File: config.mk
export PLATFORM = sky130hd
export DESIGN_NAME = ptw_addr_unit
export DESIGN_NICKNAME = d
export VERILOG_FILES = /design/src/design/ptw_pkg.sv /design/src/design/ptw_addr_unit.sv
export SDC_FILE = /design/constraint.sdc
export NUM_CORES = 1
export LEC_CHECK = 0
export BUFFER_PORTS_ARGS = -buffer_cell sky130_fd_sc_hd__buf_2
export CORE_ASPECT_RATIO = 0.8
export CORE_MARGIN = 2
export CORE_UTILIZATION = 42
export DETAILED_ROUTE_END_ITERATION = 10
export PLACE_DENSITY = 0.89
export SYNTH_ARGS = -nofsm -noshare
export SYNTH_HDL_FRONTEND = slang
export SYNTH_SLANG_ARGS = --single-unit
File: constraint.sdc
create_clock -name vclk -period 4.8
set_input_delay 0.96 -clock vclk [all_inputs]
set_output_delay 0.96 -clock vclk [all_outputs]
set_load 0.02 [all_outputs]
File: src/design/ptw_pkg.sv
// ptw_pkg: shared widths, constants and codes for the page table walker.
// No dependencies; imported by ptw_addr_unit and page_table_walker_core.
package ptw_pkg;

  // Field widths
  localparam int RootW      = 52;
  localparam int WordAddrW  = 12;
  localparam int WordW      = 64;
  localparam int VaW        = 48;
  localparam int PaW        = 52;
  localparam int LimW       = 53;
  localparam int FaultW     = 2;
  localparam int LevelW     = 2;
  localparam int IdxBits    = 9;
  // word index = base / 8 + level index, one guard bit for the carry
  localparam int WideIdxW   = PaW - 3 + 1;

  // Store depth default
  localparam int StoreWordsDef = 4096;

  // Highest table base accepted is below this mapping limit
  localparam logic [PaW-1:0] MapLimit = PaW'((64'd1 << 39) - (64'd1 << 12));

  // Entry bits
  localparam int PresentBit = 0;
  localparam int LargeBit   = 7;
  localparam int PageShift  = 12;

  // Walk starts at the top level
  localparam logic [LevelW-1:0] TopLevel = 2'd3;

  // Commands
  localparam logic CMD_LOAD  = 1'b0;
  localparam logic CMD_XLATE = 1'b1;

  // Fault kinds
  localparam logic [FaultW-1:0] FAULT_NONE   = 2'd0;
  localparam logic [FaultW-1:0] FAULT_LIMIT  = 2'd1;
  localparam logic [FaultW-1:0] FAULT_ABSENT = 2'd2;

  // Offset mask below the shift of a level (level 0 is the 4K level)
  function automatic logic [PaW-1:0] low_mask(input logic [LevelW-1:0] level);
    logic [PaW-1:0] m;
    case (level)
      2'd0:    m = PaW'((64'd1 << 12) - 64'd1);
      2'd1:    m = PaW'((64'd1 << 21) - 64'd1);
      2'd2:    m = PaW'((64'd1 << 30) - 64'd1);
      2'd3:    m = PaW'((64'd1 << 39) - 64'd1);
      default: m = '0;
    endcase
    return m;
  endfunction

endpackage

File: src/design/ptw_addr_unit.sv
// ptw_addr_unit: shared table index unit, reused once per walk level.
// Depends on ptw_pkg. Forms the store word index and the range fault.
module ptw_addr_unit #(
  parameter int STORE_WORDS = ptw_pkg::StoreWordsDef
) (
  input  logic [ptw_pkg::PaW-1:0]          base_i,
  input  logic [ptw_pkg::VaW-1:0]          va_i,
  input  logic [ptw_pkg::LevelW-1:0]       level_i,
  output logic [$clog2(STORE_WORDS)-1:0]   word_index_o,
  output logic                             fault_o
);
  import ptw_pkg::*;

  localparam int AW = $clog2(STORE_WORDS);

  logic [IdxBits-1:0]  level_idx;
  logic [WideIdxW-1:0] wide_idx;

  // Nine index bits taken at the shift of the current level
  always_comb begin
    case (level_i)
      2'd0:    level_idx = va_i[20:12];
      2'd1:    level_idx = va_i[29:21];
      2'd2:    level_idx = va_i[38:30];
      2'd3:    level_idx = va_i[47:39];
      default: level_idx = '0;
    endcase
  end

  // Word index = base / 8 + level index
  assign wide_idx = {1'b0, base_i[PaW-1:3]} + WideIdxW'(level_idx);

  // Fault on base beyond the mapping limit or index beyond the store
  assign fault_o = (base_i >= MapLimit) || (wide_idx >= WideIdxW'(STORE_WORDS));

  assign word_index_o = wide_idx[AW-1:0];

endmodule

==> flow_summary.json, run 1 <==
{
  "port_buffers": 100,
  "final_cells": 469,
  "ir_drop_uv": 81.2,
  "violations": "negative setup slack",
  "die_area_um2": 5160,
  "post_drt_wl_per_cell_um": 19.7,
  "min_period_ns": 5.04,
  "fmax_mhz": 198,
  "cp-start-kind": "input pin",
  "ctsHoldBuffers": 0,
  "syn2layout_area_growth_pct": 61.6,
  "io_pins": 115,
  "ys_types": 66,
  "synthesis.area_um2": 1930,
  "cpPeakStageDelay_ns": 0.55,
  "required_ns": 3.84,
  "rsz0062_at_grt": "true",
  "fin_crit_sh_pct": 105,
  "powerDensity_nw_per_um2": 132,
  "grt-ovfl-total": 0,
  "seqCellArea_um2": 0,
  "synthTopCellsByArea": "mux4_2, ha_1, nor4_1",
  "syn-num-nets": 384,
  "ys_seq_area_share_pct": 0,
  "synth_common_cells": "nand2_1, nor2_1, nor4_1",
  "synth_top_area_cell": "mux4_2",
  "first_pass_iters": 8,
  "worst_pin_slew_ns": 0.557,
  "hold_viol_final": 0,
  "p_leak_uw": 0.00128,
  "fin_area_um2": 3120,
  "critPathMaxFanout": 6,
  "finalMaxSlewViolations": 0,
  "avgSynthCellArea_um2": 7.11,
  "vias_per_cell": 6.69,
  "n_clock_buffer": 0,
  "hold_path.startpoint": "base_i[3]",
  "track_usage_pct": 32.2,
  "ant_nets": 0,
  "fin_ws_ns": -0.243,
  "startpoint": "level_i[1]",
  "grt_max_degree": 10,
  "cp_top_family": "multiplexers",
  "status": "finished, violations left",
  "nFlopsAndLatches": 0,
  "fp.dieW_um": 79.9,
  "rows": 22,
  "synth_most_common_cell": "nand2_1",
  "route.detailed.drc": 0,
  "worstHoldPathType": "input pin to primary output",
  "dp_cells": 460,
  "setup.worst_path.class": "input pin to primary output",
  "nets": 523,
  "finish.utilization_pct": 69.2,
  "synth_top_area_share_pct": 10.5,
  "critPathBufInv": 4,
  "wirelength_mm": 9.22,
  "dp_hpwl_mm": 6.38,
  "multiInputGateArea_um2": 2110,
  "synthCells": 272,
  "critical_path.endpoint_type": "primary output",
  "synth_warnings": 0,
  "fill_cells": 341,
  "drive_above_1_share_pct": 50.1,
  "gp_congestion": 1.00,
  "num_antenna_cells": 0,
  "grt_pass1_vias": 2784,
  "timing.hold.ws_ns": 2.33,
  "antenna_found_initial": 0,
  "crit_chain": "buf_12, mux4_2, ha_4, fa_2, a211oi_4, nor3_2, o211ai_1, buf_4, buf_6, nor3_2, mux2_1, a41oi_2, nor4_2, nand4_1, buf_4",
  "max_cap_violations": 0,
  "place_ws_ns": -0.309,
  "grt_pass1_wl_mm": 13.5,
  "coreArea_um2": 4510,
  "slowest_stage": "mux4_2",
  "die_y_um": 64.7,
  "drtIter0Drc": 549,
  "dr_total_vias": 3139,
  "start_util_pct": 42.8,
  "relSlewSlack_pct": 62.6,
  "finalSetupViolations": 1,
  "place_area_um2": 2740,
  "cp.arrival_ns": 4.08
}
-- final timing paths --
kind | slack [ns] | endpoint | depth (start not counted)
setup / recovery | -0.24 | fault_o | 15
hold / removal | 2.33 | word_index_o[0] | 3
-- layer usage --
metal  vias to the layer above  global-route usage, %  share of wire, %
met5                         -                      0                 0
met4                         0                   8.69               5.8
met3                        67                   4.74                13
met2                       286                   52.1                44
met1                      1426                   44.6                37
li1                       1360                      -                 -
-- cells by family after synthesis --
kind of cell	count (synthesis)	share of synthesized area, %
adders and majority gates	10	6.86
muxes	14	13.2
buffers and inverters	22	5.37
xor gates and xnor gates	15	6.80
and+or+nand+nor	144	43.5
AOI/OAI and AO/OA	67	24.3
-- metrics by stage --
| step | power, uW | TNS (ns) |
|---|---|---|
| final | 413 | -0.243 |
| after global routing | 434 | -0.317 |
| after CTS | 363 | -0.0940 |
| after detailed placement | 334 | -0.309 |
| after global placement | 323 | -0.265 |
| after floorplan | 186 | 0 |
-- layout make-up --
cell class | instances | area share (%)
inverter | 12 | 1.44
multi-input combinational | 250 | 67.4
tap | 60 | 2.40
timing repair buffer | 147 | 28.7
-- worst min-delay path: stages --
cell	delay [ns]
buf_2	0.11
ha_4	0.13
buf_2	0.16
-- cell usage in the layout (no fill, tap or decap), drive strengths merged, types with 8 or more instances in the layout --
cell type	n
xor2	8
inv	12
or3	9
nand2	26
nor3	8
mux4	9
a21oi	15
nor2	22
nand4	16
o21ai	13
nand3	10
ha	9
buf	147
nor4	18
-- power by group --
part / total [uW] / internal, uW / switching [uW]
clock: 0 / 0 / 0
combinational: 413 / 181 / 232
sequential: 0 / 0 / 0
total: 413 / 181 / 232
-- what timing repair did --
action                                  in CTS  in global routing
buffers inserted                             7                  2
endpoints found under the setup margin       1                  1
cloned                                       0                  0
pin swaps                                   16                 12
resized for setup                           25                 31
(Power assumes the default switching activity.)
==> inputs of run 2 (changes only) <==
--- a/config.mk
+++ b/config.mk
@@ -8,9 +8,9 @@
 export BUFFER_PORTS_ARGS = -buffer_cell sky130_fd_sc_hd__buf_2
 export CORE_ASPECT_RATIO = 0.8
 export CORE_MARGIN = 2
-export CORE_UTILIZATION = 42
+export CORE_UTILIZATION = 47
 export DETAILED_ROUTE_END_ITERATION = 10
-export PLACE_DENSITY = 0.89
+export PLACE_DENSITY = 0.94
 export SYNTH_ARGS = -nofsm -noshare
 export SYNTH_HDL_FRONTEND = slang
 export SYNTH_SLANG_ARGS = --single-unit
==> constraint.sdc (replaced) <==
create_clock -name vclk -period 4.7
set_input_delay 0.47 -clock vclk [all_inputs]
set_output_delay 0.47 -clock vclk [all_outputs]
set_load 0.02 [all_outputs]
==> flow_summary.json, run 2 (same netlist as run 1, synthesis figures left out) <==
{
  "post_drt_wl_per_cell_um": 16.4,
  "finalSetupViolations": 0,
  "worstHoldPathType": "input pin to primary output",
  "critPathBufInv": 3,
  "n_clock_buffer": 0,
  "vias_per_cell": 6.44,
  "finish.utilization_pct": 63.8,
  "first_pass_iters": 5,
  "die_y_um": 61.4,
  "slowest_stage": "mux4_2",
  "nets": 480,
  "cp-start-kind": "input pin",
  "final_cell_mix": "buf_2, nand2_1, nor2_1",
  "setup.worst_path.class": "input pin to primary output",
  "ctsHoldBuffers": 0,
  "status": "complete, no violations",
  "dp_hpwl_mm": 5.86,
  "cpPeakStageDelay_ns": 0.54,
  "p_leak_uw": 0.00102,
  "critPathMaxFanout": 8,
  "syn2layout_area_growth_pct": 28.0,
  "cpMostUsedCell": "buf_2",
  "start_util_pct": 49.8,
  "critical_path.endpoint_type": "primary output",
  "route.detailed.drc": 0,
  "track_usage_pct": 30.4,
  "grt-ovfl-total": 0,
  "grt_pass1_wl_mm": 10.9,
  "cts_resized": 0,
  "drive_above_1_share_pct": 35.0,
  "fmax_mhz": 225,
  "ant_nets": 0,
  "antenna_found_initial": 0,
  "relSlewSlack_pct": 65.0,
  "wirelength_mm": 6.89,
  "fin_area_um2": 2470,
  "fp.dieW_um": 75.7,
  "num_antenna_cells": 0,
  "grt_pass1_vias": 2361,
  "dr_total_vias": 2711,
  "multiInputGateArea_um2": 1830,
  "rsz0062_at_grt": "false",
  "coreArea_um2": 3880,
  "nFlopsAndLatches": 0,
  "layout_commonest_cell": "buf_2",
  "die_area_um2": 4640,
  "cts_setup_buffers": 0,
  "fill_cells": 349,
  "worst_pin_slew_ns": 0.520,
  "cp.arrival_ns": 3.97,
  "place_area_um2": 2470,
  "ir_drop_uv": 79.7,
  "fin_setup_tns_ns": 0,
  "io_pins": 115,
  "gp_congestion": 1.05,
  "finalMaxSlewViolations": 0,
  "required_ns": 4.23,
  "fin_crit_sh_pct": 94.5,
  "timing.hold.ws_ns": 1.32,
  "cp_top_family": "compound AO/OA/AOI/OAI gates",
  "max_cap_violations": 0,
  "powerDensity_nw_per_um2": 123,
  "seqCellArea_um2": 0,
  "grt_max_degree": 10,
  "drtIter0Drc": 300,
  "min_period_ns": 4.44,
  "rows": 20,
  "crit_chain": "buf_2, mux4_2, ha_1, fa_1, a211oi_1, nor3_2, buf_4, or2_2, o21ai_0, o2111ai_1, o41ai_1, nor4_1, nand4_1, buf_2",
  "port_buffers": 100,
  "hold_viol_final": 0
}
run 2: changes by cell type in the layout (fill, tap and decap cells not counted), moves of 3 or more:
| cell | change |
|---|---|
| buf_4 | -38 |
| nor4_1 | +7 |
| ha_1 | +6 |
| buf_6 | -5 |
| ha_4 | -5 |
| nor4_2 | -5 |
| nor3_1 | +3 |
| nor3_2 | -3 |
| o21ai_2 | -3 |
run 2: final timing paths:
kind	to	slack (ns)	cells past startpoint	start
min	word_index_o[0]	1.32	3	base_i[3]
max	fault_o	0.26	14	level_i[1]
run 2: through the flow:
stage | setup slack (ns) | power [uW] | cells
2_1_floorplan | 0.463 | 188 | 272
3_5_place_dp | 0.232 | 298 | 420
5_1_grt | 0.0706 | 328 | 421
3_3_place_gp | 0.362 | 287 | 420
4_1_cts | 0.236 | 299 | 420
6_report | 0.257 | 304 | 421
run 2: where the power goes:
group | internal [uW] | switching (uW) | leakage (uW)
logic | 119 | 185 | 0.00102
clock network | 0 | 0 | 0
registers | 0 | 0 | 0
total | 119 | 185 | 0.00102
run 2: layout make-up:
cell class,instances,area share (%)
Multi-Input combinational cell,250,74.0
Tap cell,55,2.78
Inverter,12,1.82
Timing Repair Buffer,104,21.4
run 2: per-layer routing:
metal,vias up,track usage (%),wire [um]
met5,-,0,0
met4,0,3.76,116
met2,182,46.7,3000
met3,14,3.93,825
met1,1244,46.5,2950
li1,1271,-,-
==> inputs of run 3 (changes only) <==
--- a/config.mk
+++ b/config.mk
@@ -8,9 +8,9 @@
 export BUFFER_PORTS_ARGS = -buffer_cell sky130_fd_sc_hd__buf_2
 export CORE_ASPECT_RATIO = 0.8
 export CORE_MARGIN = 2
-export CORE_UTILIZATION = 47
+export CORE_UTILIZATION = 35
 export DETAILED_ROUTE_END_ITERATION = 10
-export PLACE_DENSITY = 0.94
+export PLACE_DENSITY = 0.75
 export SYNTH_ARGS = -nofsm -noshare
 export SYNTH_HDL_FRONTEND = slang
 export SYNTH_SLANG_ARGS = --single-unit
==> flow_summary.json, run 3 (same netlist as run 1, synthesis figures left out) <==
{
  "cp-start-kind": "input pin",
  "wirelength_mm": 6.89,
  "p_leak_uw": 0.00102,
  "critical_path.endpoint_type": "primary output",
  "required_ns": 4.23,
  "drive_above_1_share_pct": 34.8,
  "fmax_mhz": 232,
  "relSlewSlack_pct": 54.6,
  "grt_max_degree": 10,
  "finish.utilization_pct": 46.1,
  "die_area_um2": 6140,
  "die_y_um": 70.5,
  "post_drt_wl_per_cell_um": 16.0,
  "first_pass_iters": 5,
  "dp_cells": 429,
  "grt_pass1_wl_mm": 11.4,
  "cp.arrival_ns": 3.83,
  "status": "complete, no violations",
  "route.detailed.drc": 0,
  "cp_top_family": "compound AO/OA/AOI/OAI gates",
  "antenna_found_initial": 0,
  "worstHoldPathType": "input pin to primary output",
  "cts_resized": 0,
  "rows": 24,
  "fill_cells": 555,
  "syn2layout_area_growth_pct": 28.2,
  "dp_hpwl_mm": 5.85,
  "grt_pass1_vias": 2445,
  "start_util_pct": 36.0,
  "max_cap_violations": 0,
  "ir_drop_uv": 56.6,
  "slowest_stage": "mux4_2",
  "ant_nets": 0,
  "cpPeakStageDelay_ns": 0.53,
  "final_cell_mix": "buf_2, nand2_1, nor2_1",
  "track_usage_pct": 22.3,
  "num_antenna_cells": 0,
  "min_period_ns": 4.30,
  "fp.dieW_um": 87.1,
  "coreArea_um2": 5380,
  "fin_ws_ns": 0.399,
  "place_ws_ns": 0.306,
  "seqCellArea_um2": 0,
  "drtIter0Drc": 251,
  "n_clock_buffer": 0,
  "nFlopsAndLatches": 0,
  "port_buffers": 100,
  "critPathBufInv": 2,
  "hold_viol_final": 0,
  "fin_setup_tns_ns": 0,
  "layout_commonest_cell": "buf_2",
  "crit_chain": "buf_2, mux4_2, ha_1, fa_1, a211oi_1, o21a_1, xnor2_1, nor4_1, o2111ai_1, o41ai_1, nor4_1, nand4_1, buf_2",
  "nets": 479,
  "setup.worst_path.class": "input pin to primary output",
  "gp_congestion": 0.968,
  "io_pins": 115,
  "final_cells": 430,
  "worst_pin_slew_ns": 0.675,
  "powerDensity_nw_per_um2": 120,
  "rsz0062_at_grt": "false",
  "finalMaxSlewViolations": 0,
  "fin_crit_sh_pct": 91.5,
  "critPathMaxFanout": 7,
  "dr_total_vias": 2626,
  "grt-ovfl-total": 0,
  "finalSetupViolations": 0,
  "vias_per_cell": 6.11
}
## run 3: routing by layer
| layer | routed length (um) | GRT usage, % | vias to the layer above |
|---|---|---|---|
| li1 | - | - | 1276 |
| met1 | 3090 | 33.9 | 1183 |
| met2 | 2990 | 33.9 | 151 |
| met3 | 704 | 2.36 | 16 |
| met4 | 108 | 3.76 | 0 |
| met5 | 0 | 0 | - |
## run 3: stage by stage
| stage | instance area (um^2) | hold WS [ns] | total power (uW) |
|---|---|---|---|
| after detailed placement | 2470 | 1.31 | 295 |
| after CTS | 2470 | 1.31 | 297 |
| after floorplan | 1930 | 1.07 | 188 |
| final | 2480 | 1.31 | 298 |
| after global placement | 2470 | 1.30 | 290 |
| after global routing | 2480 | 1.32 | 325 |
## run 3: cell type report
cell class         count  area [um^2]  share of cell area (%)
inverters             12         45.0                    1.82
repair buffers       103          523                    21.1
well taps             65         81.3                    3.28
multi-input cells    250         1830                    73.8
## run 3: final timing paths
check / from / cells past startpoint / endpoint / slack, ns
setup / recovery: level_i[1] / 13 / fault_o / 0.40
hold / removal: base_i[3] / 3 / word_index_o[0] / 1.31
## run 3: power by group
group | internal, uW | total (uW) | switching [uW] | leakage (uW)
logic | 119 | 298 | 180 | 0.00102
clock network | 0 | 0 | 0 | 0
registers | 0 | 0 | 0 | 0
total | 119 | 298 | 180 | 0.00102
## run 3: what timing repair did
| action | in CTS | in global routing |
|---|---|---|
| buffers inserted | 0 | 1 |
| hold buffers | 0 | 0 |
| setup endpoints to repair | 0 | 1 |
